File: src/rtl/rpt_pkg.sv
// Package with the types, constants and codes shared by the progress tracker modules.
`timescale 1ns / 1ps
`default_nettype none

package rpt_pkg;

   localparam int WINDOW_DEPTH = 256;
   localparam int RING_AW      = (WINDOW_DEPTH > 1) ? $clog2(WINDOW_DEPTH) : 1;
   localparam int FILL_W       = $clog2(WINDOW_DEPTH + 1) > RING_AW + 1 ?
                                 $clog2(WINDOW_DEPTH + 1) : RING_AW + 1;
   localparam int WSIZE_W      = 9;
   localparam int IDX_W        = 64;
   localparam int CSR_AW       = 2;
   localparam int CSR_DW       = 32;

   localparam logic [CSR_AW-1:0]  CSR_WSIZE_ADDR = '0;
   localparam logic [WSIZE_W-1:0] WSIZE_RESET    = 9'd256;

   typedef enum logic [3:0] {
      EV_ADD        = 4'd0,
      EV_FREE_TO    = 4'd1,
      EV_FREE_FIRST = 4'd2,
      EV_PROBE      = 4'd3,
      EV_REPLICATE  = 4'd4,
      EV_SNAPSHOT   = 4'd5,
      EV_SET_NEXT   = 4'd6,
      EV_ACK        = 4'd7,
      EV_REJECT     = 4'd8,
      EV_SNAP_FAIL  = 4'd9,
      EV_PAUSE      = 4'd10,
      EV_RESUME     = 4'd11,
      EV_SET_ALIVE  = 4'd12,
      EV_QUERY      = 4'd13
   } event_type;

   typedef enum logic [1:0] {
      TM_PROBE     = 2'd0,
      TM_REPLICATE = 2'd1,
      TM_SNAPSHOT  = 2'd2
   } track_type;

   typedef enum logic [2:0] {
      CS_IDLE,
      CS_EXEC,
      CS_FRD,
      CS_FCMP,
      CS_RD,
      CS_CMP,
      CS_DONE
   } ctl_state_type;

   typedef struct packed {
      logic [3:0]       mode;
      logic [IDX_W-1:0] log_index;
      logic [IDX_W-1:0] leader_commit;
      logic [IDX_W-1:0] last_hint;
      logic             alive_in;
   } req_type;

   typedef struct packed {
      logic             changed;
      logic             window_full_error;
      logic             paused;
      logic             snapshot_abort;
      logic             alive_out;
      logic [1:0]       mode_out;
      logic [IDX_W-1:0] next_out;
      logic [IDX_W-1:0] match_out;
      logic [IDX_W-1:0] commit_out;
      logic [IDX_W-1:0] pending_snap_out;
      logic [8:0]       inflight_count;
   } rsp_type;

   typedef struct packed {
      logic latch_req;
      logic exec;
      logic first_load;
      logic walk_step;
      logic walk_end;
      logic load_out;
   } ctl_cmd_type;

   typedef struct packed {
      event_type         ev;
      logic              fill_zero;
      logic              walk_go;
      logic [FILL_W-1:0] fill;
      logic [FILL_W-1:0] cap;
      logic [RING_AW-1:0] head;
   } dp_status_type;

endpackage

`default_nettype wire

File: src/rtl/rpt_ctrl.sv
// Controller state machine that sequences each request through the datapath.
`timescale 1ns / 1ps
`default_nettype none

module rpt_ctrl import rpt_pkg::*; (
   input  wire logic          clock,
   input  wire logic          reset,
   input  wire logic          req_valid,
   output logic               req_stall,
   output logic               rsp_valid,
   input  wire logic          rsp_stall,
   input  wire dp_status_type status,
   output ctl_cmd_type        cmd
);

   ctl_state_type state_ff, state_in;
   logic          rsp_valid_ff, rsp_valid_in;

   always_ff @(posedge clock) begin
      if (reset) begin
         state_ff     <= CS_IDLE;
         rsp_valid_ff <= 1'b0;
      end else begin
         state_ff     <= state_in;
         rsp_valid_ff <= rsp_valid_in;
      end
   end

   always_comb begin
      state_in = state_ff;
      cmd      = '0;
      case (state_ff)
         CS_IDLE: begin
            if (req_valid) begin
               cmd.latch_req = 1'b1;
               state_in      = CS_EXEC;
            end
         end
         CS_EXEC: begin
            cmd.exec = 1'b1;
            if (status.ev == EV_FREE_TO && !status.fill_zero) begin
               state_in = CS_RD;
            end else if (status.ev == EV_FREE_FIRST && !status.fill_zero) begin
               state_in = CS_FRD;
            end else begin
               state_in = CS_DONE;
            end
         end
         CS_FRD: begin
            state_in = CS_FCMP;
         end
         CS_FCMP: begin
            cmd.first_load = 1'b1;
            state_in       = CS_RD;
         end
         CS_RD: begin
            state_in = CS_CMP;
         end
         CS_CMP: begin
            if (status.walk_go) begin
               cmd.walk_step = 1'b1;
               state_in      = CS_RD;
            end else begin
               cmd.walk_end = 1'b1;
               state_in     = CS_DONE;
            end
         end
         CS_DONE: begin
            if (!rsp_valid_ff || !rsp_stall) begin
               cmd.load_out = 1'b1;
               state_in     = CS_IDLE;
            end
         end
         default: begin
            state_in = CS_IDLE;
         end
      endcase
      rsp_valid_in = cmd.load_out | (rsp_valid_ff & rsp_stall);
   end

   assign req_stall = (state_ff != CS_IDLE);
   assign rsp_valid = rsp_valid_ff;

endmodule

`default_nettype wire

File: config.mk
export PLATFORM = sky130hd
export DESIGN_NAME = rpt_ctrl
export DESIGN_NICKNAME = d
export VERILOG_FILES = /design/src/rtl/rpt_pkg.sv /design/src/rtl/rpt_ctrl.sv
export SDC_FILE = /design/constraint.sdc
export NUM_CORES = 1
export LEC_CHECK = 0
export BUFFER_PORTS_ARGS = -buffer_cell sky130_fd_sc_hd__buf_2
export CORE_AREA = 8 8 45 47
export DETAILED_ROUTE_END_ITERATION = 8
export DIE_AREA = 0 0 53 55
export PLACE_DENSITY_LB_ADDON = 0.3
export SLEW_MARGIN = 20
export SYNTH_ARGS = -nofsm -noshare
export SYNTH_HDL_FRONTEND = slang
export SYNTH_SLANG_ARGS = --single-unit
File: constraint.sdc
create_clock -name clock -period 1.5 [get_ports clock]
set_input_delay 0.225 -clock clock [delete_from_list [all_inputs] [get_ports clock]]
set_output_delay 0.225 -clock clock [all_outputs]
set_load 0.02 [all_outputs]
==> results_dict.tcl, run 1 <==
set metrics [dict create \
    run_status "complete, no violations" \
    synth_area_leader_cell "sky130_fd_sc_hd__dfxtp_1" \
    finalSetupViolations 0 \
    nNetsFinal 90 \
    ir_drop_v 0.0003048 \
    final_core_area_utilization_pct 29.93 \
    clk-insertion-delay-late_ns 0.24 \
    postSynthRegisterBits 4 \
    power_uw 404.7 \
    r2r_end "state_ff[2]" \
    final-hold-violation-count 0 \
    min_path_cells 2 \
    period_needed_ns 1.433 \
    pin_count 44 \
    rows 14 \
    async_flop_share_pct 0 \
    stdcell_area_um2 414.1 \
    worst_setup_path_end_kind "output pin" \
    synth.area.top_cells "sky130_fd_sc_hd__dfxtp_1, sky130_fd_sc_hd__nor3b_1, sky130_fd_sc_hd__or4b_4" \
    timing.rr.start "state_ff[2]" \
    synth_warnings 0 \
    first_global_vias 306 \
    hp-start "reset" \
    max-cap-violations 0 \
    clock_skew_ns 0.001084 \
    worstPathRequired_ns 1.27 \
    cts_tree "done" \
    synth_top_area_share_pct 30.33 \
    grt_util_overall_pct 6.499 \
    layout_worst_path_cycle_share_pct 95.56 \
    cts-root-buf "sky130_fd_sc_hd__clkbuf_4" \
    final_critical_path_setup_slack_ns 0.06658 \
    criticalPathCategory "flip-flop to output pin" \
    worstMarginPinSlew_ns 0.3376 \
    synthesis.nets 68 \
    worstPathMaxFanout 9 \
    share_of_layout_cells_above_drive_strength_1_pct 55.77 \
    cp_data_arrival_time_ns 1.21 \
    synthesis.area_per_instance_um2 8.250 \
    die_y_um 55 \
    routedWlPerCell_um 11.56 \
    tritoncts.num_buffers 3 \
    post_synth_num_cell_types 20 \
    pre_cts_slack_ns 0.1451 \
    drt_wl_total_um 786 \
    syn_to_final_growth_pct 56.87 \
    insertedDiodeCount 0 \
    post_synth_inst_count 32 \
    yosys.cell_count.top_type "sky130_fd_sc_hd__dfxtp_1" \
    hold_slack_ns 0.1891 \
    grt_max_degree 11 \
    io_buffers 17 \
    setup_total_negative_slack_ns 0 \
    report.final.slew_viol_count 0 \
    route.vias.total 311 \
    power-per-cell-area_mw_per_mm2 977.2 \
    detail-route-antenna-nets 0 \
    placed_area_um2 352.8 \
    ctsLongestPathBuffers 2 \
    gp_congestion 0.6770 \
    reg2reg_slack_ns 0.16 \
    drt_first_pass_iters 4 \
    whs_endpoint "state_ff[1]" \
    fillCellCount 158 \
    post_cts_hold_buffer_count 0 \
    instances_no_fill 68 \
    vias_per_std_cell 4.574 \
    synth_edf_count 0 \
    r2r.worst_path.cells 4 \
    hold_path_class "primary input to flip-flop" \
    drt_drc_violations_left 0 \
    placed_cells 63 \
    global_route_wire_length_before_repair_um 1317 \
    detailedRoute.firstIterationViolations 4 \
    initial_standard_cell_utilization_of_the_core_pct 19.08 \
    core_area_mm2 0.001384 \
    half_perimeter_wire_length_after_detailed_placement_um 594.9 \
    power_leakage_nw 0.1919 \
    yosysSeqAreaShare_pct 30.33 \
    clock_sink_count 4 \
    maxClockFrequency_ghz 0.6976 \
    die_w_um 53 \
    die-area_mm2 0.002915 \
    synth_area_um2 264.0 \
    postSynth.topFlopCell "sky130_fd_sc_hd__dfxtp_1" \
    slew_headroom_pct 77.20 \
    setup_repair_after_global_routing_missed_its_margin "yes" \
    netlist_top_cells_count "sky130_fd_sc_hd__dfxtp_1, sky130_fd_sc_hd__inv_1, sky130_fd_sc_hd__nand2_1, sky130_fd_sc_hd__nor3b_1" \
    overflow 0 \
    grt_antenna_before_repair 0 \
    clk_pin_slew_worst_paths_ns 0.04 \
    clock_h_tree_levels 1 \
    worstSetupStartpointType "flip-flop" \
]
where the power goes:
| group | internal (mW) | total (mW) | switching, mW |
|---|---|---|---|
| combinational | 0.0612 | 0.124 | 0.0629 |
| clock | 0.0899 | 0.140 | 0.0500 |
| sequential | 0.121 | 0.141 | 0.0199 |
| total | 0.272 | 0.405 | 0.133 |
layout make-up:
cell class / instances / area [um^2] / share of cell area [%]
tap: 16 / 20.02 / 4.834
sequential: 4 / 91.34 / 22.05
timing repair buffer: 19 / 105.1 / 25.38
multi-input combinational: 23 / 163.9 / 39.58
inverter: 3 / 11.26 / 2.719
clock buffer: 3 / 22.52 / 5.438
logic make-up (layout without fill, tap and decap cells):
logic type             Yosys count  in the layout  synth area share, %
flip-flops                       4              4                30.33
buffers and inverters            5             25                10.42
AO/OA/AOI/OAI                    7              7                19.91
AND/OR/NAND/NOR                 16             16                39.34
what timing repair did:
item	in CTS	in global routing
setup endpoints to repair	3	3
endpoints found under the hold margin	0	0
cloned	0	0
pin swaps	0	0
setup buffers	0	2
gates resized for setup	4	7
worst max-delay path: stages, from the launching register on:
cell	delay [ns]
sky130_fd_sc_hd__dfxtp_4	0.36
sky130_fd_sc_hd__or3_4	0.39
sky130_fd_sc_hd__nor2_2	0.08
sky130_fd_sc_hd__buf_4	0.14
layout by cell type (no fill, tap or decap):
cell,n
sky130_fd_sc_hd__nor2_2,1
sky130_fd_sc_hd__nand2_1,3
sky130_fd_sc_hd__a21oi_1,2
sky130_fd_sc_hd__buf_4,4
sky130_fd_sc_hd__buf_2,14
sky130_fd_sc_hd__clkbuf_2,1
sky130_fd_sc_hd__o21ba_1,1
sky130_fd_sc_hd__nand2b_1,1
sky130_fd_sc_hd__clkbuf_4,3
sky130_fd_sc_hd__dfxtp_4,3
sky130_fd_sc_hd__or4b_4,1
sky130_fd_sc_hd__a211o_1,1
sky130_fd_sc_hd__nor2_1,1
sky130_fd_sc_hd__or3_4,1
sky130_fd_sc_hd__inv_1,3
sky130_fd_sc_hd__nor3_1,1
sky130_fd_sc_hd__nor3b_1,3
sky130_fd_sc_hd__dfxtp_1,1
sky130_fd_sc_hd__or2_1,1
sky130_fd_sc_hd__o41ai_1,1
sky130_fd_sc_hd__nor4_2,1
sky130_fd_sc_hd__a2111oi_0,1
sky130_fd_sc_hd__nor4_1,1
sky130_fd_sc_hd__a31oi_1,1
sky130_fd_sc_hd__or3_1,1
flip-flops by register name, summed over array words and instances (netlist names):
register / flops
state_ff: 3
rsp_valid: 1
metal layers:
layer | vias to the layer above | track usage, % | wire length (um)
met5 | - | 0 | 0
met4 | 0 | 5.172 | 26
met3 | 4 | 5.080 | 96
met2 | 15 | 7.813 | 339
met1 | 135 | 7.284 | 323
li1 | 157 | - | -
worst max-delay path by stage:
stage	start	endpoint	slack (ns)
after floorplan	state_ff[2]	cmd[5]	0.08
after global placement	state_ff[2]	cmd[1]	0.14
after detailed placement	state_ff[2]	cmd[1]	0.15
after CTS	state_ff[0]	cmd[1]	0.008
after global routing	state_ff[0]	cmd[1]	-0.004
final	state_ff[0]	cmd[5]	0.07
No activity file was read; power rests on OpenSTA's default activity.
==> inputs of run 2 (changes only) <==
Settings changed: ABC_AREA set to 1.
==> results_dict.tcl, run 2 <==
set metrics [dict create \
    first_global_vias 287 \
    share_of_layout_cells_above_drive_strength_1_pct 35.82 \
    slew_headroom_pct 85.49 \
    global_route_wire_length_before_repair_um 1159 \
    worst_setup_path_endpoint "cmd[0]" \
    post_cts_hold_buffer_count 0 \
    grt_antenna_before_repair 0 \
    worstSetupStartpointType "flip-flop" \
    min_path_cells 2 \
    timing.rr.start "state_ff[0]" \
    layout_worst_path_cycle_share_pct 89.15 \
    critical_path.startpoint "state_ff[2]" \
    final_critical_path_setup_slack_ns 0.1627 \
    final_cell_mix "sky130_fd_sc_hd__buf_2, sky130_fd_sc_hd__nand2_1, sky130_fd_sc_hd__nor2_1, sky130_fd_sc_hd__inv_1, sky130_fd_sc_hd__nand3_1" \
    synth_edf_count 0 \
    synthesis.nets 83 \
    routedWlPerCell_um 8.530 \
    ctsLongestPathBuffers 2 \
    number_of_flip_flops_in_the_largest_register 3 \
    criticalPathCategory "flip-flop to output pin" \
    setup_total_negative_slack_ns 0 \
    cp_data_arrival_time_ns 1.11 \
    pin_count 44 \
    die-area_mm2 0.002915 \
    grt_util_overall_pct 5.574 \
    grt_max_degree 8 \
    worst_setup_path_end_kind "output pin" \
    io_buffers 17 \
    synth_area_leader_cell "sky130_fd_sc_hd__dfxtp_1" \
    drt_first_pass_iters 4 \
    reg2reg_slack_ns 0.56 \
    r2r.worst_path.cells 6 \
    final-hold-violation-count 0 \
    core_area_mm2 0.001384 \
    clk_pin_slew_worst_paths_ns 0.04 \
    clock_sink_count 4 \
    hold_path_class "primary input to flip-flop" \
    finalSetupViolations 0 \
    worstPathRequired_ns 1.27 \
    postSynthRegisterBits 4 \
    clock_h_tree_levels 1 \
    route.vias.total 330 \
    async_flop_share_pct 0 \
    vias_per_std_cell 3.976 \
    half_perimeter_wire_length_after_detailed_placement_um 602.6 \
    post-cts-setup-buffer-count 0 \
    drt_wl_total_um 708 \
    overflow 0 \
    detail-route-antenna-nets 0 \
    synthesis.area_per_instance_um2 5.511 \
    die_w_um 53 \
    ir_drop_v 0.0005147 \
    die_y_um 55 \
    syn_to_final_growth_pct 49.76 \
    detailedRoute.firstIterationViolations 2 \
    initial_standard_cell_utilization_of_the_core_pct 18.72 \
    max-cap-violations 0 \
    period_needed_ns 1.337 \
    registers.top_by_ff_count "state_ff" \
    power_leakage_nw 0.2456 \
    cts-root-buf "sky130_fd_sc_hd__clkbuf_4" \
    yosysSeqAreaShare_pct 30.92 \
    maxClockFrequency_ghz 0.7478 \
    tritoncts.num_buffers 3 \
    drt_drc_violations_left 0 \
    postSynth.topFlopCell "sky130_fd_sc_hd__dfxtp_1" \
    setup_repair_after_global_routing_missed_its_margin "no" \
    worstMarginPinSlew_ns 0.2173 \
    power-per-cell-area_mw_per_mm2 1214 \
    post_synth_num_cell_types 10 \
    post_synth_inst_count 47 \
    synth_warnings 0 \
    clock_skew_ns 0.005723 \
    synth_area_um2 259.0 \
    run_status "complete, no violations" \
    r2r_end "state_ff[1]" \
    final_core_area_utilization_pct 28.03 \
    insertedDiodeCount 0 \
    final_common_cell "sky130_fd_sc_hd__buf_2" \
    post_cts.resized_instances 0 \
    clk-insertion-delay-late_ns 0.23 \
    synth.area.top_cells "sky130_fd_sc_hd__dfxtp_1, sky130_fd_sc_hd__inv_1, sky130_fd_sc_hd__nand2_1" \
    synth_top_area_share_pct 30.92 \
    pre_cts_slack_ns 0.3160 \
    gp_congestion 0.7507 \
    cts_tree "done" \
    report.final.slew_viol_count 0 \
    worstPathMaxFanout 7 \
    nNetsFinal 105 \
    netlist_top_cells_count "sky130_fd_sc_hd__inv_1, sky130_fd_sc_hd__nand2_1, sky130_fd_sc_hd__nor2_1" \
    hp-start "reset" \
    rows 14 \
]
[run 2: per-stage QoR]
stage	hold slack (ns)	instance area, um^2	cells	power (mW)
floorplan	0.2941	259.0	47	0.2779
global placement	0.4287	364.1	80	0.3399
detailed placement	0.4321	364.1	80	0.3406
CTS	0.1860	386.6	83	0.4785
global route	0.1753	387.9	83	0.5244
finish	0.1876	387.9	83	0.4710
[run 2: cells by family (layout without fill, tap and decap cells)]
group	count (synthesis)	in the layout	synth area share, %
AND/OR/NAND/NOR	29	29	47.34
buffers and inverters	11	31	15.94
flip-flops	4	4	30.92
AO/OA/AOI/OAI	3	3	5.795
[run 2: worst min-delay path by stage]
stage               slack (ns)   endpoint
CTS                       0.19  rsp_valid
detailed placement        0.43  rsp_valid
floorplan                 0.29  rsp_valid
finish                    0.19  rsp_valid
global route              0.18  rsp_valid
global placement          0.43  rsp_valid
[run 2: layer usage]
metal	global-route usage [%]	up-vias	routed length (um)
met5	0	-	0
met4	6.466	0	15
met3	3.209	2	103
met2	7.813	10	308
met1	5.319	135	280
li1	-	183	-
[run 2: critical path, cell delays in order, from the launching register on]
cell and delay, ns:
sky130_fd_sc_hd__dfxtp_2 0.38, sky130_fd_sc_hd__nand2_1 0.08, sky130_fd_sc_hd__nor2_1 0.12, sky130_fd_sc_hd__inv_1 0.07
sky130_fd_sc_hd__nor2_1 0.07, sky130_fd_sc_hd__buf_2 0.16
[run 2: where the power goes]
group          internal (mW)  switching, mW
Sequential             0.128         0.0264
Combinational         0.0673          0.116
Clock                 0.0895         0.0438
[run 2: layout make-up]
type                    instances  area (um^2)
flip-flops and latches          4        81.33
multi-input cells              32        137.6
inverters                      11        41.29
repair buffers                 17        85.08
clock buffers                   3        22.52
well taps                      16        20.02
fillers                       165        996.0
==> inputs of run 3 (changes only) <==
Settings changed: CELL_PAD_IN_SITES_DETAIL_PLACEMENT set to 1, CELL_PAD_IN_SITES_GLOBAL_PLACEMENT set to 1, CORE_AREA 8 8 45 47 to not set, CORE_MARGIN set to 8, CORE_UTILIZATION set to 13, DIE_AREA 0 0 53 55 to not set.
==> results_dict.tcl, run 3 (synthesis gave the netlist of run 2 again) <==
set metrics [dict create \
    run_status "complete, no violations" \
    reg2reg_slack_ns 0.52 \
    power-per-cell-area_mw_per_mm2 1188 \
    share_of_layout_cells_above_drive_strength_1_pct 35.82 \
    grt_util_overall_pct 5.342 \
    cts_tree "done" \
    maxClockFrequency_ghz 0.7506 \
    pwr-share-seq_pct 32.5 \
    final_cell_mix "sky130_fd_sc_hd__buf_2, sky130_fd_sc_hd__nand2_1, sky130_fd_sc_hd__nor2_1, sky130_fd_sc_hd__inv_1, sky130_fd_sc_hd__nand3_1" \
    final_common_cell "sky130_fd_sc_hd__buf_2" \
    nNetsFinal 105 \
    clk_pin_slew_worst_paths_ns 0.04 \
    core_area_mm2 0.001922 \
    route.vias.total 348 \
    grt_max_degree 8 \
    final_core_area_utilization_pct 21.16 \
    power_uw 483.1 \
    drt_wl_total_um 840 \
    die-area_mm2 0.003677 \
    global_route_wire_length_before_repair_um 1324 \
    die_w_um 60.64 \
    half_perimeter_wire_length_after_detailed_placement_um 729.4 \
    grt_antenna_before_repair 0 \
    worstMarginPinSlew_ns 0.2201 \
    power_leakage_nw 0.2458 \
    report.final.slew_viol_count 0 \
    criticalPathCategory "flip-flop to output pin" \
    period_needed_ns 1.332 \
    combinationalPowerShare_pct 38.8 \
    vias_per_std_cell 3.702 \
    clock_h_tree_levels 1 \
    clk-insertion-delay-late_ns 0.24 \
    clock_power_share_pct 28.7 \
    final-hold-violation-count 0 \
    finalSetupViolations 0 \
    worst_setup_path_end_kind "output pin" \
    power_switching_share_pct 40.41 \
    drt_drc_violations_left 0 \
    worstSetupStartpointType "flip-flop" \
    die_y_um 60.64 \
    setup_total_negative_slack_ns 0 \
    detail-route-antenna-nets 0 \
    registers.top_by_ff_count "state_ff" \
    ir_drop_v 0.0002229 \
    worstPathMaxFanout 7 \
    hold_path_class "primary input to flip-flop" \
    ctsLongestPathBuffers 2 \
    max-cap-violations 0 \
    first_global_vias 323 \
    intPower_uw 287.9 \
    number_of_flip_flops_in_the_largest_register 3 \
    drt_first_pass_iters 4 \
    setup_repair_after_global_routing_missed_its_margin "no" \
    layout_worst_path_cycle_share_pct 88.81 \
    pin_count 44 \
    gp_congestion 0.7170 \
    slew_headroom_pct 85.30 \
    insertedDiodeCount 0 \
    overflow 0 \
    routedWlPerCell_um 8.936 \
    initial_standard_cell_utilization_of_the_core_pct 13.48 \
    detailedRoute.firstIterationViolations 6 \
    worstPathRequired_ns 1.27 \
    clock_skew_ns 0.004357 \
    syn_to_final_growth_pct 57.01 \
    cts-root-buf "sky130_fd_sc_hd__clkbuf_4" \
    io_buffers 17 \
    clock_sink_count 4 \
    tritoncts.num_buffers 3 \
    p_sw_uw 195.2 \
    cp_data_arrival_time_ns 1.11 \
    rows 16 \
]
## run 3: cell counts in the layout (fill, tap and decap cells not counted)
No cell type changed its count.
## run 3: through the flow
stage / area [um^2] / instances / hold WS (ns) / setup WS [ns]
floorplan: 259.0 / 47 / 0.2941 / 0.3339
detailed placement: 377.9 / 91 / 0.4360 / 0.2931
CTS: 400.4 / 94 / 0.1765 / 0.02130
finish: 406.6 / 94 / 0.1842 / 0.1678
global route: 406.6 / 94 / 0.1727 / 0.02641
global placement: 377.9 / 91 / 0.4339 / 0.2880
## run 3: power groups by stage
stage / clock (mW) / combinational [mW] / sequential (mW)
finish: 0.139 / 0.187 / 0.157
global route: 0.157 / 0.217 / 0.162
CTS: 0.148 / 0.189 / 0.154
detailed placement: 0 / 0.189 / 0.156
global placement: 0 / 0.188 / 0.156
floorplan: 0 / 0.127 / 0.151
## run 3: metal layers
layer | track usage, % | wire (um) | vias up
met2 | 6.938 | 351 | 14
met4 | 6.977 | 40 | 0
met3 | 3.390 | 125 | 5
met1 | 5.000 | 323 | 147
li1 | - | - | 182
met5 | 0 | 0 | -
## run 3: final timing paths
| check | endpoint | cells past startpoint | from |
|---|---|---|---|
| worst min register to register | rsp_valid | 2 | rsp_valid |
| worst max-delay path | cmd[1] | 3 | state_ff[0] |
| worst max register to register | state_ff[1] | 6 | state_ff[0] |
| worst min-delay path | rsp_valid | 2 | reset |
## run 3: layout make-up
cell class,count,area [um^2]
fillers,262,1515
multi-input cells,32,137.6
repair buffers,17,87.58
flip-flops and latches,4,83.83
inverters,11,41.29
well taps,27,33.78
clock buffers,3,22.52
## run 3: critical path, stage by stage, from the launching register on
cell and delay [ns]:
sky130_fd_sc_hd__dfxtp_1 0.43, sky130_fd_sc_hd__nand3_1 0.14, sky130_fd_sc_hd__nor2_2 0.12, sky130_fd_sc_hd__buf_2 0.17
## run 3: timing repair
action                                  4_1_cts  5_1_grt
gates resized for setup                       0        3
endpoints found under the setup margin        0        1
hold endpoints to repair                      0        0
hold buffers                                  0        0
setup buffers                                 0        0
